===== src/tdrt_pkg.sv =====
// Shared types and constants of the transmit descriptor ring tracker.
package tdrt_pkg;

    // Descriptor status words carried by every item, and their index width
    localparam int unsigned DESC_WORDS = 4;
    localparam int unsigned SLOT_W     = 2;

    // Transmit status bits
    localparam logic [31:0] ST_CARRIER  = 32'h8000_0000;
    localparam logic [31:0] ST_ABORTED  = 32'h4000_0000;
    localparam logic [31:0] ST_OWC      = 32'h2000_0000;
    localparam logic [31:0] ST_OK       = 32'h0000_8000;
    localparam logic [31:0] ST_UNDERRUN = 32'h0000_4000;
    localparam logic [31:0] ST_DONE     = ST_CARRIER | ST_ABORTED | ST_OWC | ST_OK | ST_UNDERRUN;

    // Early transmit threshold field written with every send
    localparam logic [31:0] TX_FLAGS    = (32'd256 << 11) & 32'h003F_0000;

    // Receive overflow bits of the interrupt status
    localparam logic [15:0] IRQ_OVERFLOW = 16'h0010 | 16'h0040;

    // Short frames are padded to this length
    localparam logic [10:0] MIN_FRAME_LEN = 11'd60;

    // Item kinds
    localparam logic MODE_POLL = 1'b0;
    localparam logic MODE_SEND = 1'b1;

    // Controller states
    typedef enum logic [2:0] {
        ST_IDLE,
        ST_EVAL,
        ST_RETIRE,
        ST_ISSUE,
        ST_FINISH
    } state_t;

    // Controller to datapath
    typedef struct packed {
        logic load;
        logic start;
        logic retire_one;
        logic issue;
        logic drop;
        logic publish;
    } cmd_t;

    // Datapath to controller
    typedef struct packed {
        logic go;
        logic is_send;
        logic retire_ok;
        logic ring_full;
        logic out_busy;
    } stat_t;

endpackage


===== src/tdrt_ctrl.sv =====
// Sequencing controller of the transmit descriptor ring tracker.
module tdrt_ctrl
(
    input  logic           clk,
    input  logic           rst_n,
    input  logic           in_valid,
    input  tdrt_pkg::stat_t stat,
    output tdrt_pkg::cmd_t  cmd,
    output logic           in_stall
);

    tdrt_pkg::state_t state_reg;
    tdrt_pkg::state_t state_next;

    // State register
    always_ff @(posedge clk or negedge rst_n)
    begin
        if (!rst_n)
        begin
            state_reg <= tdrt_pkg::ST_IDLE;
        end
        else
        begin
            state_reg <= state_next;
        end
    end

    // Next state and commands
    always_comb
    begin
        state_next = state_reg;
        cmd        = '0;
        in_stall   = 1'b1;
        unique case (state_reg)
            tdrt_pkg::ST_IDLE:
            begin
                in_stall = 1'b0;
                if (in_valid)
                begin
                    cmd.load   = 1'b1;
                    state_next = tdrt_pkg::ST_EVAL;
                end
            end
            tdrt_pkg::ST_EVAL:
            begin
                cmd.start  = 1'b1;
                state_next = stat.go ? tdrt_pkg::ST_RETIRE : tdrt_pkg::ST_FINISH;
            end
            tdrt_pkg::ST_RETIRE:
            begin
                // one descriptor per cycle until the first unfinished one or an empty ring
                if (stat.retire_ok)
                begin
                    cmd.retire_one = 1'b1;
                end
                else if (stat.is_send)
                begin
                    state_next = tdrt_pkg::ST_ISSUE;
                end
                else
                begin
                    state_next = tdrt_pkg::ST_FINISH;
                end
            end
            tdrt_pkg::ST_ISSUE:
            begin
                if (stat.ring_full)
                begin
                    cmd.drop = 1'b1;
                end
                else
                begin
                    cmd.issue = 1'b1;
                end
                state_next = tdrt_pkg::ST_FINISH;
            end
            tdrt_pkg::ST_FINISH:
            begin
                if (!stat.out_busy)
                begin
                    cmd.publish = 1'b1;
                    state_next  = tdrt_pkg::ST_IDLE;
                end
            end
            default:
            begin
                state_next = tdrt_pkg::ST_IDLE;
            end
        endcase
    end

endmodule


===== src/tdrt_datapath.sv =====
// Ring pointers, counters, item registers and result register of the tracker.
module tdrt_datapath
#(
    parameter int unsigned DESCRIPTORS   = 4,
    parameter int unsigned MAX_FRAME_LEN = 1792
)
(
    input  logic            clk,
    input  logic            rst_n,
    input  tdrt_pkg::cmd_t  cmd,
    output tdrt_pkg::stat_t stat,
    // configuration
    input  logic            cfg_we,
    input  logic            cfg_enabled,
    // item fields
    input  logic            mode,
    input  logic [10:0]     frame_bytes,
    input  logic            link_up,
    input  logic [15:0]     irq_status,
    input  logic [31:0]     desc_status0,
    input  logic [31:0]     desc_status1,
    input  logic [31:0]     desc_status2,
    input  logic [31:0]     desc_status3,
    // result
    input  logic            out_stall,
    output logic            out_valid,
    output logic            accepted,
    output logic [1:0]      entry,
    output logic [31:0]     status_write,
    output logic [2:0]      retired,
    output logic [2:0]      in_flight,
    output logic [31:0]     sent_count,
    output logic [31:0]     send_error_count,
    output logic [31:0]     send_drop_count,
    output logic [31:0]     overflow_count
);

    localparam int unsigned PTR_MOD = 2 * DESCRIPTORS;
    localparam int unsigned PTR_W   = $clog2(PTR_MOD);
    localparam int unsigned OUT_W   = PTR_W + 1;

    // Item registers
    logic                        mode_reg;
    logic [10:0]                 len_reg;
    logic                        link_reg;
    logic [15:0]                 irq_reg;
    logic [31:0]                 desc_reg [tdrt_pkg::DESC_WORDS];

    // Control state
    logic                        enabled_reg,   enabled_next;
    logic [PTR_W-1:0]            issue_reg,     issue_next;
    logic [PTR_W-1:0]            retire_reg,    retire_next;
    logic [31:0]                 sent_reg,      sent_next;
    logic [31:0]                 err_reg,       err_next;
    logic [31:0]                 drop_reg,      drop_next;
    logic [31:0]                 ovf_reg,       ovf_next;
    logic                        work_acc_reg,  work_acc_next;
    logic [1:0]                  work_entry_reg, work_entry_next;
    logic [31:0]                 work_stat_reg, work_stat_next;
    logic [2:0]                  work_ret_reg,  work_ret_next;
    logic                        out_valid_reg, out_valid_next;

    // Result register
    logic                        out_acc_reg;
    logic [1:0]                  out_entry_reg;
    logic [31:0]                 out_stat_reg;
    logic [2:0]                  out_ret_reg;
    logic [2:0]                  out_flight_reg;
    logic [31:0]                 out_sent_reg;
    logic [31:0]                 out_err_reg;
    logic [31:0]                 out_drop_reg;
    logic [31:0]                 out_ovf_reg;

    logic [OUT_W-1:0]            diff;
    logic [OUT_W-1:0]            outstanding;
    logic [PTR_W-1:0]            retire_mod;
    logic [PTR_W-1:0]            issue_mod;
    logic [tdrt_pkg::SLOT_W-1:0] retire_slot;
    logic [tdrt_pkg::SLOT_W-1:0] issue_slot;
    logic [31:0]                 cur_st;
    logic                        st_hard_err;
    logic                        send_ok;
    logic [10:0]                 padded_len;

    // Occupancy: pointers count modulo twice the ring size
    always_comb
    begin
        diff = {1'b0, issue_reg} + OUT_W'(PTR_MOD) - {1'b0, retire_reg};
        if (diff >= OUT_W'(PTR_MOD))
        begin
            outstanding = diff - OUT_W'(PTR_MOD);
        end
        else
        begin
            outstanding = diff;
        end
    end

    // Pointer to descriptor slot, pointer < 2 * DESCRIPTORS
    always_comb
    begin
        retire_mod = (retire_reg >= PTR_W'(DESCRIPTORS)) ?
                     retire_reg - PTR_W'(DESCRIPTORS) : retire_reg;
        issue_mod  = (issue_reg >= PTR_W'(DESCRIPTORS)) ?
                     issue_reg - PTR_W'(DESCRIPTORS) : issue_reg;
    end

    assign retire_slot = tdrt_pkg::SLOT_W'(retire_mod);
    assign issue_slot  = tdrt_pkg::SLOT_W'(issue_mod);
    assign cur_st      = desc_reg[retire_slot];
    assign st_hard_err = |(cur_st & (tdrt_pkg::ST_ABORTED | tdrt_pkg::ST_OWC));

    // Send checks and padding
    assign send_ok    = (len_reg != 11'd0) && (len_reg <= 11'(MAX_FRAME_LEN)) && link_reg;
    assign padded_len = (len_reg < tdrt_pkg::MIN_FRAME_LEN) ? tdrt_pkg::MIN_FRAME_LEN : len_reg;

    // Status to the controller
    always_comb
    begin
        stat.go        = enabled_reg && ((mode_reg == tdrt_pkg::MODE_POLL) || send_ok);
        stat.is_send   = (mode_reg == tdrt_pkg::MODE_SEND);
        stat.retire_ok = (outstanding != '0) && (|(cur_st & tdrt_pkg::ST_DONE));
        stat.ring_full = (outstanding >= OUT_W'(DESCRIPTORS));
        stat.out_busy  = out_valid_reg && out_stall;
    end

    // Next values of the control state
    always_comb
    begin
        enabled_next    = enabled_reg;
        issue_next      = issue_reg;
        retire_next     = retire_reg;
        sent_next       = sent_reg;
        err_next        = err_reg;
        drop_next       = drop_reg;
        ovf_next        = ovf_reg;
        work_acc_next   = work_acc_reg;
        work_entry_next = work_entry_reg;
        work_stat_next  = work_stat_reg;
        work_ret_next   = work_ret_reg;
        out_valid_next  = out_valid_reg;

        if (cfg_we)
        begin
            enabled_next = cfg_enabled;
        end

        // new step: clear per-item results, count overflow on a retiring step
        if (cmd.start)
        begin
            work_acc_next   = 1'b0;
            work_entry_next = '0;
            work_stat_next  = '0;
            work_ret_next   = '0;
            if (stat.go && (|(irq_reg & tdrt_pkg::IRQ_OVERFLOW)))
            begin
                ovf_next = ovf_reg + 32'd1;
            end
        end

        // retire the descriptor under the retire pointer
        if (cmd.retire_one)
        begin
            retire_next   = (retire_reg == PTR_W'(PTR_MOD - 1)) ? '0 : retire_reg + PTR_W'(1);
            work_ret_next = work_ret_reg + 3'd1;
            if (st_hard_err)
            begin
                err_next = err_reg + 32'd1;
            end
            else
            begin
                sent_next = sent_reg + 32'd1;
                if (|(cur_st & tdrt_pkg::ST_UNDERRUN))
                begin
                    err_next = err_reg + 32'd1;
                end
            end
        end

        // place the send in the next free descriptor
        if (cmd.issue)
        begin
            issue_next      = (issue_reg == PTR_W'(PTR_MOD - 1)) ? '0 : issue_reg + PTR_W'(1);
            work_acc_next   = 1'b1;
            work_entry_next = issue_slot;
            work_stat_next  = tdrt_pkg::TX_FLAGS | {21'd0, padded_len};
        end

        if (cmd.drop)
        begin
            drop_next = drop_reg + 32'd1;
        end

        // result register handshake
        if (cmd.publish)
        begin
            out_valid_next = 1'b1;
        end
        else if (out_valid_reg && !out_stall)
        begin
            out_valid_next = 1'b0;
        end
    end

    // Control registers
    always_ff @(posedge clk or negedge rst_n)
    begin
        if (!rst_n)
        begin
            enabled_reg    <= 1'b0;
            issue_reg      <= '0;
            retire_reg     <= '0;
            sent_reg       <= '0;
            err_reg        <= '0;
            drop_reg       <= '0;
            ovf_reg        <= '0;
            work_acc_reg   <= 1'b0;
            work_entry_reg <= '0;
            work_stat_reg  <= '0;
            work_ret_reg   <= '0;
            out_valid_reg  <= 1'b0;
        end
        else
        begin
            enabled_reg    <= enabled_next;
            issue_reg      <= issue_next;
            retire_reg     <= retire_next;
            sent_reg       <= sent_next;
            err_reg        <= err_next;
            drop_reg       <= drop_next;
            ovf_reg        <= ovf_next;
            work_acc_reg   <= work_acc_next;
            work_entry_reg <= work_entry_next;
            work_stat_reg  <= work_stat_next;
            work_ret_reg   <= work_ret_next;
            out_valid_reg  <= out_valid_next;
        end
    end

    // Item capture
    always_ff @(posedge clk)
    begin
        if (cmd.load)
        begin
            mode_reg    <= mode;
            len_reg     <= frame_bytes;
            link_reg    <= link_up;
            irq_reg     <= irq_status;
            desc_reg[0] <= desc_status0;
            desc_reg[1] <= desc_status1;
            desc_reg[2] <= desc_status2;
            desc_reg[3] <= desc_status3;
        end
    end

    // Result capture
    always_ff @(posedge clk)
    begin
        if (cmd.publish)
        begin
            out_acc_reg    <= work_acc_reg;
            out_entry_reg  <= work_entry_reg;
            out_stat_reg   <= work_stat_reg;
            out_ret_reg    <= work_ret_reg;
            out_flight_reg <= 3'(outstanding);
            out_sent_reg   <= sent_reg;
            out_err_reg    <= err_reg;
            out_drop_reg   <= drop_reg;
            out_ovf_reg    <= ovf_reg;
        end
    end

    assign out_valid        = out_valid_reg;
    assign accepted         = out_acc_reg;
    assign entry            = out_entry_reg;
    assign status_write     = out_stat_reg;
    assign retired          = out_ret_reg;
    assign in_flight        = out_flight_reg;
    assign sent_count       = out_sent_reg;
    assign send_error_count = out_err_reg;
    assign send_drop_count  = out_drop_reg;
    assign overflow_count   = out_ovf_reg;

    // Ring never holds more than its size
    a_occupancy: assert property (@(posedge clk) disable iff (!rst_n)
        outstanding <= OUT_W'(DESCRIPTORS))
        else $error("ring occupancy beyond ring size");

    // A result is never written over one still waiting
    a_no_overwrite: assert property (@(posedge clk) disable iff (!rst_n)
        cmd.publish |-> !(out_valid_reg && out_stall))
        else $error("result register overwritten while stalled");

    // Retire only a finished, outstanding descriptor
    a_retire_ok: assert property (@(posedge clk) disable iff (!rst_n)
        cmd.retire_one |-> stat.retire_ok)
        else $error("retired an unfinished descriptor");

    // Issue only into a ring with room
    a_issue_room: assert property (@(posedge clk) disable iff (!rst_n)
        cmd.issue |-> !stat.ring_full)
        else $error("send issued into a full ring");

endmodule


===== src/tx_descriptor_ring_tracker.sv =====
// Top level of the transmit descriptor ring tracker.
//
// Input channel (in_valid / in_stall) carries one item: a poll or a send
// request with the four descriptor status words and the interrupt status.
// An item is taken when in_valid is high and in_stall low. Output channel
// (out_valid / out_stall) returns exactly one result item per input item.
// Configuration channel (cfg_valid / cfg_ready, data on enabled) writes the
// enable bit; cfg_ready is always high.
//
// A send passes from evaluation to the retire state, where k descriptors
// (0 to DESCRIPTORS) are retired one at a time until the first unfinished
// one or an empty ring, then to issuing or dropping the send and then to
// publication. A poll skips the issue step; refused and disabled items go
// from evaluation straight to publication. The next item is accepted the
// cycle after publication, so a result left waiting in the result register
// does not block it; only a second result waits for the first to be taken.
//
// Reset clears the enable bit, the ring pointers and all counters. While
// out_valid and out_stall are high the result register holds its contents.
module tx_descriptor_ring_tracker
#(
    parameter int unsigned DESCRIPTORS   = 4,
    parameter int unsigned MAX_FRAME_LEN = 1792
)
(
    input  logic        clk,
    input  logic        rst_n,
    // configuration
    input  logic        cfg_valid,
    output logic        cfg_ready,
    input  logic        enabled,
    // input items
    input  logic        in_valid,
    output logic        in_stall,
    input  logic        mode,
    input  logic [10:0] frame_bytes,
    input  logic        link_up,
    input  logic [15:0] irq_status,
    input  logic [31:0] desc_status0,
    input  logic [31:0] desc_status1,
    input  logic [31:0] desc_status2,
    input  logic [31:0] desc_status3,
    // result items
    output logic        out_valid,
    input  logic        out_stall,
    output logic        accepted,
    output logic [1:0]  entry,
    output logic [31:0] status_write,
    output logic [2:0]  retired,
    output logic [2:0]  in_flight,
    output logic [31:0] sent_count,
    output logic [31:0] send_error_count,
    output logic [31:0] send_drop_count,
    output logic [31:0] overflow_count
);

    tdrt_pkg::cmd_t  cmd;
    tdrt_pkg::stat_t stat;

    // Register writes are always taken
    assign cfg_ready = 1'b1;

    // Controller
    tdrt_ctrl u_ctrl
    (
        .clk      (clk),
        .rst_n    (rst_n),
        .in_valid (in_valid),
        .stat     (stat),
        .cmd      (cmd),
        .in_stall (in_stall)
    );

    // Datapath
    tdrt_datapath
    #(
        .DESCRIPTORS   (DESCRIPTORS),
        .MAX_FRAME_LEN (MAX_FRAME_LEN)
    )
    u_datapath
    (
        .clk              (clk),
        .rst_n            (rst_n),
        .cmd              (cmd),
        .stat             (stat),
        .cfg_we           (cfg_valid && cfg_ready),
        .cfg_enabled      (enabled),
        .mode             (mode),
        .frame_bytes      (frame_bytes),
        .link_up          (link_up),
        .irq_status       (irq_status),
        .desc_status0     (desc_status0),
        .desc_status1     (desc_status1),
        .desc_status2     (desc_status2),
        .desc_status3     (desc_status3),
        .out_stall        (out_stall),
        .out_valid        (out_valid),
        .accepted         (accepted),
        .entry            (entry),
        .status_write     (status_write),
        .retired          (retired),
        .in_flight        (in_flight),
        .sent_count       (sent_count),
        .send_error_count (send_error_count),
        .send_drop_count  (send_drop_count),
        .overflow_count   (overflow_count)
    );

endmodule


===== config.mk =====
export PLATFORM = sky130hd
export DESIGN_NAME = tx_descriptor_ring_tracker
export DESIGN_NICKNAME = d
export VERILOG_FILES = /design/src/tdrt_pkg.sv /design/src/tdrt_ctrl.sv /design/src/tdrt_datapath.sv /design/src/tx_descriptor_ring_tracker.sv
export SDC_FILE = /design/constraint.sdc
export NUM_CORES = 1
export LEC_CHECK = 0
export BUFFER_PORTS_ARGS = -buffer_cell sky130_fd_sc_hd__buf_2
export CAP_MARGIN = 5
export CORE_ASPECT_RATIO = 0.8
export CORE_MARGIN = 2
export CORE_UTILIZATION = 25
export CTS_CLUSTER_DIAMETER = 150
export DETAILED_ROUTE_END_ITERATION = 8
export GPL_ROUTABILITY_DRIVEN = 0
export PLACE_DENSITY = 0.51
export SYNTH_ARGS = -nofsm -noshare
export SYNTH_HDL_FRONTEND = slang
export SYNTH_SLANG_ARGS = --single-unit

===== constraint.sdc =====
create_clock -name clk -period 8.89 [get_ports clk]
set_clock_uncertainty 0.1 [all_clocks]
set_input_delay 1.3335 -clock clk [delete_from_list [all_inputs] [get_ports clk]]
set_output_delay 1.3335 -clock clk [all_outputs]
set_load 0.01 [all_outputs]

==> metrics.md <==
| Metric | Value |
|---|---|
| Design area | 0.0162 mm2 |
| Htree depth | 2 |
| Gr usage total | 10.7% |
| CTS root buf | clkbuf_16 |
| Clock transition at the registers of the reported paths | 0.06 ns |
| Critical Path Start Type | register |
| Core Util, Final | 30.9% |
| Detailed Place HPWL | 19,500 um |
| Layout cells sized above 1 | 25.9% |
| Final setup fails | 0 |
| Area of placed instances | 0.0149 mm2 |
| First-pass GRT wire length | 45,000 um |
| Worst hold path stage count | 0 |
| Maximum vdd drop | 0.148 mV |
| Reg2Reg Depth | 7 |
| Worst r2r src | u_datapath.retire_reg[0] |
| Crit. End Element | register |
| Worst Path Required | 9.25 ns |
| Worst hold path class | reg2reg |
| Placed instance count | 1,782 |
| Vias in the first global route | 7,648 |
| Arr. time, crit path | 3.94 ns |
| TritonCTS buffer count | 39 |
| Fin nets | 1,304 |
| I/O Buffers | 191 |
| Drt drc | 0 |
| Area Growth Syn to Fin | 22.8% |
| WL per Instance | 15.7 um |
| I/O pins | 335 |
| Clock tree from TritonCTS | done |
| Critical Path Fanout Max | 11 |
| Setup_tns | 0 ns |
| Core box area | 0.0523 mm2 |
| Register area share after synthesis | 71.4% |
| Hold path start | u_datapath.work_entry_reg[0] |
| Most common cell after layout, fill and taps aside | buf_2 |
| Sink Count | 339 |
| Max-slew violations | 0 |
| Drt total wl | 29,200 um |
| Number of DRC markers in iteration 0 | 475 |
| Final min period | 3.58 ns |
| CTS-repair resized insts | 0 |
| Synthesis-stage register bit count | 339 |
| Initial antenna violation count | 0 |
| Outcome | complete, no violations |
| Hold buffer count at CTS | 0 |
| Postcts setup bufs | 0 |
| Post-synthesis cell area | 0.0132 mm2 |
| Initial core utilization | 25.2% |
| Longest Clk Path Bufs | 3 |
| Most frequent cells in the layout | buf_2 (190), edfxtp_1 (183), dfrtp_1 (156), xor2_1 (82), nand2_1 (73) |
| Top_reg_cell synth | edfxtp_1 |
| Endpoint, Worst Hold | u_datapath.entry[0] |
| Worst R2R End | u_datapath.drop_reg[31] |
| Post-Layout Cell Count | 1,853 |
| GRT Residual Overflow | 0 |
| Vias per cell | 4.17 |
| Critical path class | reg2reg |
| Setup WS pre-CTS | 5.21 ns |
| Tcrit/Tclk final | 40.2% |
| Number of diodes | 0 |
| Worst-Skew Late Latency | 0.54 ns |
| DRT Pass-1 Iters | 4 |
| Full die area | 0.0545 mm2 |
| Hold Fails Final Rpt | 0 |
| Routed Antenna Nets | 0 |
| Max-cap violation count | 0 |
| Rows | 75 |
| Synth warnings | 0 |
| Cell variety after synth | 52 |
| PnR worst setup slack | 5.31 ns |
| PwrDens | 273 mW/mm2 |
| Die X | 261 um |
| Largest net degree at the start of global routing | 93 |
| Peak Freq | 280 MHz |
| Syn Area/Cell | 14.4 um2 |
| R2R Setup Slk | 5.31 ns |
| Vias | 7,727 |
| Die height | 209 um |
| Unrepaired setup endpoints after global routing | no |
| Mapped Cells | 912 |
| Synth async-reset ratio | 46.0% |
| Pleak | 6.78 nW |
| Worst slew pin tran | 1.16 ns |
| Post-synth EDFFs | 183 |
| Rel. slew slack | 22.0% |
[synthesized netlist by cell type (all sizes together) (3+ instances only)]
library cell  count  area share [%]
edfxtp          183              42
dfrtp           156              30
xor2             82             5.5
nand2            73             2.1
nor3             51             2.0
nor2             48             1.4
xnor2            41             2.7
nand3            38             1.5
inv              32            0.91
nand4            31             1.6
buf              30             1.7
nor4             26             1.6
o21ai            21            0.80
and3             11            0.52
or2              11            0.52
ha               10            0.95
clkbuf            9            0.28
mux2              7            0.60
nor3b             7            0.40
o211ai            5            0.40
mux4              4            0.68
o2111ai           4            0.41
or3               4            0.19
and4              3            0.20
[metrics by stage]
stage                     total power [mW]  hold WS, ns
after global routing                  4.66        0.355
after CTS                             4.51        0.342
after detailed placement              2.86        0.335
after global placement                2.85        0.332
after floorplan                       2.55        0.325
final                                 4.41        0.349
[logic make-up after synthesis]
family / Yosys count / share of synthesized area [%]
AOI/OAI and AO/OA: 40 / 2.33
muxes: 11 / 1.28
DFF: 339 / 71.4
other: 2 / 0.0570
adders and majority gates: 11 / 1.10
and+or+nand+nor: 314 / 12.7
xor gates and xnor gates: 124 / 8.37
buffers and inverters: 71 / 2.84
[worst max-delay path, cell delays in order, from the launching register on]
cell	delay [ns]
dfrtp_1	0.61
ha_1	0.33
fa_1	0.43
xor3_2	0.32
nand3_2	0.15
nor4_2	1.03
and4bb_2	0.39
xor2_1	0.14
[how the worst max path moves through the flow]
stage	from	end	slack (ns)	cells past startpoint
floorplan	out_stall	u_datapath.entry[0]	2.71	1
global placement	u_datapath.retire_reg[0]	u_datapath.drop_reg[31]	5.28	7
detailed placement	u_datapath.retire_reg[0]	u_datapath.drop_reg[31]	5.21	7
CTS	u_datapath.retire_reg[0]	u_datapath.drop_reg[31]	5.20	7
global route	u_datapath.retire_reg[0]	u_datapath.drop_reg[31]	5.07	7
finish	u_datapath.retire_reg[0]	u_datapath.drop_reg[31]	5.31	7
[layout make-up]
class / count / area [um2]
clock buffer: 55 / 1120
inverter: 32 / 120
fill: 5218 / 36100
sequential: 339 / 9400
multi-input combinational: 521 / 3490
timing repair buffer: 197 / 1010
clock inverter: 16 / 168
tap: 693 / 867
[routing by layer]
layer / global-route usage, % / vias to the layer above / wire [um]
met5: 0 / - / 0
met4: 3.90 / 0 / 761
met3: 3.65 / 50 / 2290
met1: 15.0 / 3813 / 13600
met2: 15.4 / 192 / 12500
li1: - / 3672 / -
[power breakdown]
part	internal, mW	leakage, nW	switching (mW)	total [mW]
clock	0.967	0.624	0.642	1.61
combinational	0.227	2.28	0.455	0.681
sequential	1.97	3.87	0.150	2.12
total	3.17	6.78	1.25	4.41
(Power assumes the default switching activity.)
